## config.mk

```make
export PLATFORM = sky130hd
export DESIGN_NAME = block_nesting_matcher
export DESIGN_NICKNAME = d
export VERILOG_FILES = /design/src/rtl/bnm_pkg.sv /design/src/rtl/block_nesting_matcher.sv /design/src/rtl/bnm_cell.sv
export VERILOG_INCLUDE_DIRS = /design/src /design/src/rtl
export SDC_FILE = /design/constraint.sdc
export NUM_CORES = 2
export LEC_CHECK = 0
export BUFFER_PORTS_ARGS = -buffer_cell sky130_fd_sc_hd__clkbuf_2
export CELL_PAD_IN_SITES_DETAIL_PLACEMENT = 0
export CELL_PAD_IN_SITES_GLOBAL_PLACEMENT = 1
export CORE_MARGIN = 5
export CORE_UTILIZATION = 50
export DETAILED_ROUTE_END_ITERATION = 16
export PLACE_DENSITY = 0.76
export SYNTH_ARGS = -nofsm -noshare
export SYNTH_HDL_FRONTEND = slang
export SYNTH_SLANG_ARGS = --single-unit
```

## constraint.sdc

```tcl
create_clock -name aclk -period 60.5 [get_ports aclk]
set_input_delay 12.1 -clock aclk [delete_from_list [all_inputs] [get_ports aclk]]
set_output_delay 12.1 -clock aclk [all_outputs]
set_load 0.01 [all_outputs]
```

## src/rtl/block_nesting_matcher_defines.svh

```systemverilog
// ---------------------------------------------------------------------------
// block nesting matcher assertion macros
// checks used by the block nesting matcher rtl
// ---------------------------------------------------------------------------
`ifndef BLOCK_NESTING_MATCHER_DEFINES_SVH
`define BLOCK_NESTING_MATCHER_DEFINES_SVH

// same-cycle implication on aclk, off while reset is low
`define BNM_ASSERT_NOW(label, ante, cons, msg) \
    label: assert property (@(posedge aclk) disable iff (!aresetn) \
        (ante) |-> (cons)) else $error(msg);

// next-cycle implication on aclk, off while reset is low
`define BNM_ASSERT_NEXT(label, ante, cons, msg) \
    label: assert property (@(posedge aclk) disable iff (!aresetn) \
        (ante) |=> (cons)) else $error(msg);

`endif

```

## src/rtl/bnm_pkg.sv

```systemverilog
// ---------------------------------------------------------------------------
// bnm_pkg
// word types, codes and helpers of the block nesting matcher
// ---------------------------------------------------------------------------
package bnm_pkg;

    localparam int DEPTH_W = 6;

    localparam logic [2:0] SK_PLAIN = 3'd0;
    localparam logic [2:0] SK_BEGIN = 3'd1;
    localparam logic [2:0] SK_END   = 3'd2;
    localparam logic [2:0] SK_DELIM = 3'd3;
    localparam logic [2:0] SK_EOI   = 3'd4;

    localparam logic [2:0] RK_PASS  = 3'd0;
    localparam logic [2:0] RK_PUSH  = 3'd1;
    localparam logic [2:0] RK_MATCH = 3'd2;
    localparam logic [2:0] RK_SYNTH = 3'd3;
    localparam logic [2:0] RK_BLANK = 3'd4;

    localparam logic [1:0] BE_NONE      = 2'd0;
    localparam logic [1:0] BE_UNMATCHED_END   = 2'd1;
    localparam logic [1:0] BE_UNMATCHED_BEGIN = 2'd2;
    localparam logic [1:0] BE_OVERFLOW  = 2'd3;

    localparam logic [1:0] IE_OK     = 2'd0;
    localparam logic [1:0] IE_SHORT  = 2'd1;
    localparam logic [1:0] IE_EXCESS = 2'd2;

    typedef struct packed {
        logic [2:0]  stmt_kind;
        logic [15:0] block_name;
        logic [7:0]  indent_level;
        logic [31:0] stmt_location;
    } in_word_t;

    typedef struct packed {
        logic [2:0]         result_kind;
        logic [1:0]         block_error;
        logic [31:0]        error_location;
        logic [1:0]         indent_error;
        logic [DEPTH_W-1:0] nesting_depth;
        logic               last;
    } out_word_t;

    typedef struct packed {
        logic push;
        logic pop;
        logic search;
    } cell_ctrl_t;

    function automatic logic [1:0] indent_check(
        input logic [7:0]         level,
        input logic [DEPTH_W-1:0] depth,
        input logic               closing
    );
        logic [7:0] target;
        target = {{(8-DEPTH_W){1'b0}}, depth};
        if (closing && depth != '0) begin
            target = target - 8'd1;
        end
        if (level < target) begin
            return IE_SHORT;
        end else if (level > target) begin
            return IE_EXCESS;
        end
        return IE_OK;
    endfunction

endpackage

```

## src/rtl/block_nesting_matcher.sv

```systemverilog
// ---------------------------------------------------------------------------
// block_nesting_matcher
// matches block begin and end statements against a stack of open blocks
// ---------------------------------------------------------------------------
// The open-block stack is a row of STACK_DEPTH cells with the top in cell 0;
// a push or pop shifts the whole row by one entry at once. Plain,
// delimiter and begin words give their result straight from idle. An end word
// first loads the name, then has every cell compare against it, then gives
// its results, where each synthesized end pops one entry per cycle while the
// output is free. End of input drains one open entry per result, and gives no
// result when the stack is empty; a result waiting on m_ready stalls the matcher.
`include "block_nesting_matcher_defines.svh"

module block_nesting_matcher
    import bnm_pkg::*;
#(
    parameter int STACK_DEPTH = 32
) (
    input  logic      aclk,
    input  logic      aresetn,
    input  logic      s_valid,
    output logic      s_ready,
    input  in_word_t  s_word,
    output logic      m_valid,
    input  logic      m_ready,
    output out_word_t m_word
);

    localparam logic [1:0] ST_IDLE   = 2'd0;
    localparam logic [1:0] ST_SEARCH = 2'd1;
    localparam logic [1:0] ST_DECIDE = 2'd2;
    localparam logic [1:0] ST_DRAIN  = 2'd3;

    logic [1:0]         state_reg, state_next;
    logic [DEPTH_W-1:0] depth_reg, depth_next;
    in_word_t           req_reg, req_next;
    logic               m_valid_reg, m_valid_next;
    out_word_t          m_word_reg, m_word_next;

    logic               out_free;
    logic               out_load;
    out_word_t          emit;
    cell_ctrl_t         ctrl;
    logic               s_accept;
    logic [DEPTH_W-1:0] depth_dec;
    logic               any_hit;

    logic [15:0] cell_name [STACK_DEPTH];
    logic [31:0] cell_loc  [STACK_DEPTH];
    logic [STACK_DEPTH-1:0] cell_hit;

    assign out_free  = !m_valid_reg || m_ready;
    assign s_ready   = (state_reg == ST_IDLE) && out_free;
    assign s_accept  = s_valid && s_ready;
    assign depth_dec = depth_reg - DEPTH_W'(1);
    assign any_hit   = |cell_hit;

    generate
        for (genvar i = 0; i < STACK_DEPTH; i++) begin : g_cell
            logic [15:0] above_name;
            logic [31:0] above_loc;
            logic [15:0] below_name;
            logic [31:0] below_loc;
            logic        below_hit;
            logic        occupied;

            if (i == 0) begin : g_top
                assign above_name = s_word.block_name;
                assign above_loc  = s_word.stmt_location;
            end else begin : g_mid
                assign above_name = cell_name[i-1];
                assign above_loc  = cell_loc[i-1];
            end

            if (i == STACK_DEPTH - 1) begin : g_bottom
                assign below_name = '0;
                assign below_loc  = '0;
                assign below_hit  = 1'b0;
            end else begin : g_inner
                assign below_name = cell_name[i+1];
                assign below_loc  = cell_loc[i+1];
                assign below_hit  = cell_hit[i+1];
            end

            assign occupied = depth_reg > DEPTH_W'(i);

            bnm_cell u_cell (
                .aclk       (aclk),
                .ctrl       (ctrl),
                .occupied   (occupied),
                .key        (req_reg.block_name),
                .above_name (above_name),
                .above_loc  (above_loc),
                .below_name (below_name),
                .below_loc  (below_loc),
                .below_hit  (below_hit),
                .name       (cell_name[i]),
                .loc        (cell_loc[i]),
                .hit        (cell_hit[i])
            );
        end
    endgenerate

    always_comb begin
        state_next = state_reg;
        depth_next = depth_reg;
        req_next   = req_reg;
        ctrl       = '0;
        out_load   = 1'b0;
        emit       = '0;

        unique case (state_reg)
            ST_IDLE: begin
                if (s_accept) begin
                    req_next = s_word;
                    unique case (s_word.stmt_kind)
                        SK_BEGIN: begin
                            out_load           = 1'b1;
                            emit.result_kind   = RK_PUSH;
                            emit.indent_error  =
                                indent_check(s_word.indent_level, depth_reg, 1'b0);
                            emit.last          = 1'b1;
                            if (depth_reg >= DEPTH_W'(STACK_DEPTH)) begin
                                emit.block_error    = BE_OVERFLOW;
                                emit.error_location = s_word.stmt_location;
                                emit.nesting_depth  = depth_reg;
                            end else begin
                                ctrl.push          = 1'b1;
                                depth_next         = depth_reg + DEPTH_W'(1);
                                emit.nesting_depth = depth_reg + DEPTH_W'(1);
                            end
                        end
                        SK_END: begin
                            state_next = ST_SEARCH;
                        end
                        SK_EOI: begin
                            if (depth_reg != '0) begin
                                state_next = ST_DRAIN;
                            end
                        end
                        default: begin
                            out_load           = 1'b1;
                            emit.result_kind   = RK_PASS;
                            emit.indent_error  = indent_check(s_word.indent_level,
                                depth_reg, s_word.stmt_kind == SK_DELIM);
                            emit.nesting_depth = depth_reg;
                            emit.last          = 1'b1;
                        end
                    endcase
                end
            end
            ST_SEARCH: begin
                ctrl.search = 1'b1;
                state_next  = ST_DECIDE;
            end
            ST_DECIDE: begin
                if (out_free) begin
                    out_load          = 1'b1;
                    emit.indent_error =
                        indent_check(req_reg.indent_level, depth_reg, 1'b1);
                    if (!any_hit) begin
                        emit.result_kind    = RK_BLANK;
                        emit.block_error    = BE_UNMATCHED_END;
                        emit.error_location = req_reg.stmt_location;
                        emit.nesting_depth  = depth_reg;
                        emit.last           = 1'b1;
                        state_next          = ST_IDLE;
                    end else if (cell_hit[0]) begin
                        ctrl.pop           = 1'b1;
                        depth_next         = depth_dec;
                        emit.result_kind   = RK_MATCH;
                        emit.nesting_depth = depth_dec;
                        emit.last          = 1'b1;
                        state_next         = ST_IDLE;
                    end else begin
                        ctrl.pop            = 1'b1;
                        depth_next          = depth_dec;
                        emit.result_kind    = RK_SYNTH;
                        emit.block_error    = BE_UNMATCHED_BEGIN;
                        emit.error_location = cell_loc[0];
                        emit.nesting_depth  = depth_dec;
                    end
                end
            end
            ST_DRAIN: begin
                if (out_free) begin
                    out_load            = 1'b1;
                    ctrl.pop            = 1'b1;
                    depth_next          = depth_dec;
                    emit.result_kind    = RK_SYNTH;
                    emit.block_error    = BE_UNMATCHED_BEGIN;
                    emit.error_location = cell_loc[0];
                    emit.indent_error   = IE_OK;
                    emit.nesting_depth  = depth_dec;
                    emit.last           = (depth_reg == DEPTH_W'(1));
                    if (depth_reg == DEPTH_W'(1)) begin
                        state_next = ST_IDLE;
                    end
                end
            end
            default: begin
                state_next = ST_IDLE;
            end
        endcase
    end

    always_comb begin
        m_word_next  = out_load ? emit : m_word_reg;
        m_valid_next = out_load || (m_valid_reg && !m_ready);
    end

    always_ff @(posedge aclk) begin
        if (!aresetn) begin
            state_reg   <= ST_IDLE;
            depth_reg   <= '0;
            m_valid_reg <= 1'b0;
        end else begin
            state_reg   <= state_next;
            depth_reg   <= depth_next;
            m_valid_reg <= m_valid_next;
        end
    end

    always_ff @(posedge aclk) begin
        req_reg    <= req_next;
        m_word_reg <= m_word_next;
    end

    assign m_valid = m_valid_reg;
    assign m_word  = m_word_reg;

    `BNM_ASSERT_NOW(a_depth_bound, 1'b1, depth_reg <= DEPTH_W'(STACK_DEPTH), "stack depth out of range")
    `BNM_ASSERT_NOW(a_ready_idle, s_ready, state_reg == ST_IDLE && out_free, "ready outside idle")
    `BNM_ASSERT_NOW(a_match_last, m_valid && m_word.result_kind == RK_MATCH, m_word.last, "matching end not last")
    `BNM_ASSERT_NEXT(a_full_hold, s_accept && s_word.stmt_kind == SK_BEGIN && depth_reg == DEPTH_W'(STACK_DEPTH), $stable(depth_reg), "push onto full stack moved depth")

endmodule

```

## src/rtl/bnm_cell.sv

```systemverilog
// ---------------------------------------------------------------------------
// bnm_cell
// one stack entry: name, begin location and search hit, shifting with its
// neighbors on push and pop
// ---------------------------------------------------------------------------
module bnm_cell
    import bnm_pkg::*;
(
    input  logic        aclk,
    input  cell_ctrl_t  ctrl,
    input  logic        occupied,
    input  logic [15:0] key,
    input  logic [15:0] above_name,
    input  logic [31:0] above_loc,
    input  logic [15:0] below_name,
    input  logic [31:0] below_loc,
    input  logic        below_hit,
    output logic [15:0] name,
    output logic [31:0] loc,
    output logic        hit
);

    logic [15:0] name_reg, name_next;
    logic [31:0] loc_reg, loc_next;
    logic        hit_reg, hit_next;

    always_comb begin
        name_next = name_reg;
        loc_next  = loc_reg;
        hit_next  = hit_reg;
        if (ctrl.push) begin
            name_next = above_name;
            loc_next  = above_loc;
            hit_next  = 1'b0;
        end else if (ctrl.pop) begin
            name_next = below_name;
            loc_next  = below_loc;
            hit_next  = below_hit;
        end else if (ctrl.search) begin
            hit_next = occupied && (name_reg == key);
        end
    end

    always_ff @(posedge aclk) begin
        name_reg <= name_next;
        loc_reg  <= loc_next;
        hit_reg  <= hit_next;
    end

    assign name = name_reg;
    assign loc  = loc_reg;
    assign hit  = hit_reg;

endmodule
```

; ---- Word level (Yosys, flattened, before mapping)
; Cells that the tools add are included.
[word_totals]
regBits = 1679
input_bits = 63
output_inout_bits = 48
elab_cells = 513
[op_classes]
n_addsub = 3
magnitude_cmp = 39
eq_ne = 49
n_mux = 261
reduce_logical = 53
[ops]
columns = op, count
row1 = two-way mux 32 bit, 64
row2 = two-way mux 16 bit, 64
row3 = equality test 16 bit, 32
row4 = case mux 46 bit (3 select lines), 1
row5 = two-way mux 34 bit, 3
row6 = greater-than comparator 6 x 5 -> 1 bit (second input constant), 16
row7 = two-way mux 1 bit, 89
row8 = two-way mux 8 bit, 7
row9 = greater-than comparator 6 x 4 -> 1 bit (second input constant), 8
row10 = two-way mux 46 bit, 1
row11 = two-way mux 45 bit, 1
row12 = two-way mux 44 bit, 1
row13 = two-way mux 37 bit, 1
row14 = logical AND 1 bit, 36
row15 = two-way mux 6 bit, 6
row16 = two-way mux 2 bit, 16
row17 = OR reduction 32 bit, 1
row18 = greater-than comparator 6 x 3 -> 1 bit (second input constant), 4
row19 = case mux 6 bit (3 select lines), 1
row20 = case mux 9 bit (2 select lines), 1
row21 = greater-than comparator 8 bit, 2
row22 = less-than comparator 8 bit, 2
row23 = greater-than comparator 6 x 1 -> 1 bit (second input constant), 2
row24 = greater-than comparator 6 x 2 -> 1 bit (second input constant), 2
row25 = 32 further kinds, 44

; ---- Logic depth before layout (Yosys ltp)
[depth]
ltp_word = 16
depth_mapped = 14
depth_no_buf = 13

; ---- Hierarchy
; Synthesis repeated with hierarchy kept, for this count alone.
[hier_totals]
cells_unflattened = 4690
area_unflattened_um2 = 78013.6
[by_module_without_submodules]
columns = mod, n_inst, cells_each, area_each_um2, seq_area_each_um2
row1 = bnm_cell, 32, 131, 2255.9, 1461.4
row2 = block_nesting_matcher, 1, 498, 5824.3, 3243.1

; ---- Worst setup path before layout
; No wires, ideal clock.
[synth_path]
path_kind = input port to flip-flop
start = input port m_ready
end = register g_cell[0].u_cell.loc_reg[0] (enable)
setup_time_ns = 10.570
t_arrival_ns = 38.178
t_required_ns = 49.930
path_slack_ns = 11.752
stages = 7
n_path_buf = 2
cell_sequence = nand2b_1 -> nand3_1 -> inv_2 -> nand3_1 -> buf_2 -> clkbuf_1 -> nand2_1
[synth_via]
elab_chain_len = 6
elab_cells_between_ends = 9
classes_between = 5 x mux / 4 x reduce/logical
[synth_lines]
columns = element, line
row1 = start: declaration, block_nesting_matcher.sv:25  ; input logic m_ready,
row2 = logical OR 1 bit (*), block_nesting_matcher.sv:52  ; assign out_free = !m_valid_reg || m_ready;
row3 = logical AND 1 bit, block_nesting_matcher.sv:53  ; assign s_ready = (state_reg == ST_IDLE) && out_free;
row4 = logical AND 1 bit, block_nesting_matcher.sv:54  ; assign s_accept = s_valid && s_ready;
row5 = two-way mux 1 bit, block_nesting_matcher.sv:114  ; if (s_accept) begin
row6 = two-way mux 1 bit, block_nesting_matcher.sv:112  ; unique case (state_reg)
row7 = nonzero test 2 bit (no line) (*), -
row8 = end signal: assignment, bnm_cell.sv:46  ; loc_reg <= loc_next;
row9 = end: declaration, bnm_cell.sv:24  ; logic [31:0] loc_reg, loc_next;
; Every way passes the cells marked *; elsewhere a longest branch is shown, timed or not.
; A chain may end at the register's enable or synchronous reset.

; ---- Worst setup path in the final report
[layout_path]
start = input port m_ready
end = output port s_ready
[layout_via]
elab_chain_len = 2
[layout_lines]
columns = element, line
row1 = logical OR 1 bit, block_nesting_matcher.sv:52
row2 = logical AND 1 bit, block_nesting_matcher.sv:53
row3 = end: declaration, block_nesting_matcher.sv:22  ; output logic s_ready,
; Every way passes these cells.

==> results.cfg <==
[sta]
skew_ns = 0.02657
layout_setup_ws_ns = 35.65
worst_pin_slew_ns = 1.204
finalCriticalPeriod_ns = 24.85
hold_violations = 0
finalSetupTns_ns = 0
fmax_ghz = 0.04024
rsz0062_at_grt = false
drv_slew = 0
slew_headroom = 0.1973
setup_violations = 0
fin_crit_sh = 0.4108

[power_and_ir_drop]
share_comb_of_total_power = 0.110
powerDensity_nw_per_um2 = 33.49
p_leak_uw = 0.03438
sequentialPowerShare = 0.525
vdd_drop_max_v = 0.00002901
swShare = 0.2544
p_sw_uw = 722.2
cellInternalPower_uw = 2116
pwr-share-clk = 0.365

[die]
ios = 111
die_area_um2 = 163200
start_util = 0.5034
coreArea_um2 = 154200
dieWidth_um = 404.0
dieHeight_um = 404.0
num_rows = 144

[route]
drt_iter0_markers = 5924
route.detailed.drc = 0
viasPerCell = 5.255
drtPass1Iterations = 9
routedWlPerCell_um = 17.66
drt-total-wl_mm = 174.5
vias = 51920
ant_nets = 0

[final_layout]
drive_above_1_share = 0.05641
largest_reg_flops = 1024
layout_commonest_cell = nand2_1
fin_nets = 7790
mostFrequentLayoutCells = nand2_1, edfxtp_1, xnor2_1
n_fill_cell = 13870
area_growth_pct = 9.161

[run_status]
outcome = finished, final reports clean

[clocking]
ctsHoldBuffers = 0
cts_tree = done
cts_buffers = 181
clk_path_buf_depth = 3
clkTransAtPathRegs_ns = 0.06
post_cts_resized = 0
post_cts_buffers = 0
clock_tree.root_cell = clkbuf_16
cts_max_level = 4
clkLatencyLatePin_ns = 0.79
clock_sink_count = 1679

[synth]
synthCells = 7770
yosysTopAreaCellShare = 0.6336
yosys-top-cells-area = edfxtp_1, nand2_1, xnor2_1, buf_2, xor2_1
avgSynthCellArea_um2 = 9.991
ys_warn_count = 0
synth-seq-area-share = 0.6442
synth_edf_count = 1638
ys_ff_latch = 1679
synth_flop_cell = edfxtp_1
synthArstFlopShare = 0
syn_nets = 7860
syn_area_um2 = 77630
synth_top_area_cell = edfxtp_1
yosysUniqueCellTypes = 62

[setup_path]
crit_required_ns = 48.40
crit_fanout = 5
crit_arrival_ns = 12.75
ff2ff_setup_slack_ns = 52.52
start_kind = input pin
critPathKind = input pin to primary output
end_kind = primary output

[grt]
grt_pass1_vias = 49010
grt_start_max_net_pins = 248
antenna_found_initial = 5
grt_usage = 0.2094
overflow = 0
grt_pass1_wl_mm = 277.7

[placement]
port_buffers = 110
place_hpwl_mm = 106.2
pre_cts_slack_ns = 35.66
gp_congestion = 0.8573

[hold_path]
worstHoldPathType = register to register

[job]
maxCapViolCount = 0
==> layout make-up <==
class                      instances  area [um2]  area share
antenna                            1       2.502  0.00002953
clock buffer                     246        4959     0.05851
clock inverter                    73       518.0    0.006113
inverter                          45       168.9    0.001993
multi-input combinational       5606       25330      0.2989
sequential                      1679       50010      0.5901
tap                             2044        2557     0.03018
timing repair buffer             187        1204     0.01420
==> synthesized netlist by cell type, drive strengths merged, types with 28 or more instances <==
library cell / n
nor2: 45
a21oi: 46
edfxtp: 1638
clkbuf: 52
nor4: 65
xor2: 187
buf: 388
xnor2: 340
dfxtp: 41
a222oi: 32
inv: 42
and2: 50
o21ai: 28
nand4: 106
nand2: 4508
nand3: 45
==> worst paths after layout <==
path                                         endpoint  cells after the start                               start
hold reg to reg    g_cell[10].u_cell.hit$_SDFFE_PP0P_                      2  g_cell[11].u_cell.hit$_SDFFE_PP0P_
setup / recovery                              s_ready                      4                             m_ready
setup reg to reg  g_cell[26].u_cell.loc[17]$_DFFE_PP_                     10           state_reg[1]$_SDFFE_PN0P_
hold / removal     g_cell[10].u_cell.hit$_SDFFE_PP0P_                      2  g_cell[11].u_cell.hit$_SDFFE_PP0P_
==> routing by layer <==
layer / wire (um) / part of all wire / vias up / track usage
met5: 8 / 0.000046 / - / 0
met4: 3690 / 0.021 / 2 / 0.05319
met3: 10360 / 0.059 / 251 / 0.03322
met2: 74840 / 0.43 / 1306 / 0.3034
met1: 85570 / 0.49 / 24960 / 0.3300
li1: - / - / 25400 / -
==> metrics by stage <==
step | instance area [um2] | utilization | hold slack, ns | instances | total power [uW]
after floorplan | 77630 | - | 0.4405 | 7770 | 1932
after CTS | 84740 | 0.5495 | 0.4780 | 9880 | 2868
final | 84740 | 0.5495 | 0.4778 | 9881 | 2838
after detailed placement | 79260 | 0.5139 | 0.4686 | 9561 | 1827
after global routing | 84740 | 0.5495 | 0.5068 | 9880 | 2964
after global placement | 79260 | 0.5139 | 0.4667 | 9561 | 1817
==> power by group through the flow <==
stage	Combinational (uW)	Sequential [uW]	Clock [uW]
2_1_floorplan	231	1700	0
3_3_place_gp	306	1510	0
3_5_place_dp	314	1510	0
4_1_cts	315	1490	1060
5_1_grt	351	1500	1110
6_report	313	1490	1040
==> kinds of logic after synthesis <==
logic type	Yosys count	synth area share
multiplexers	1	0.0001289
AND/OR/NAND/NOR	4886	0.2465
flip-flops	1679	0.6442
XOR/XNOR	527	0.05946
adder cells (fa/ha/maj)	27	0.004352
buffers and inverters	485	0.03011
AO/OA/AOI/OAI	165	0.01531
==> worst max-delay path, cell delays in order <==
cell      delay (ns)
clkbuf_2        0.10
nor2b_1         0.30
nor3_1          0.10
clkbuf_2        0.15
No activity file was read; power rests on OpenSTA's default activity.
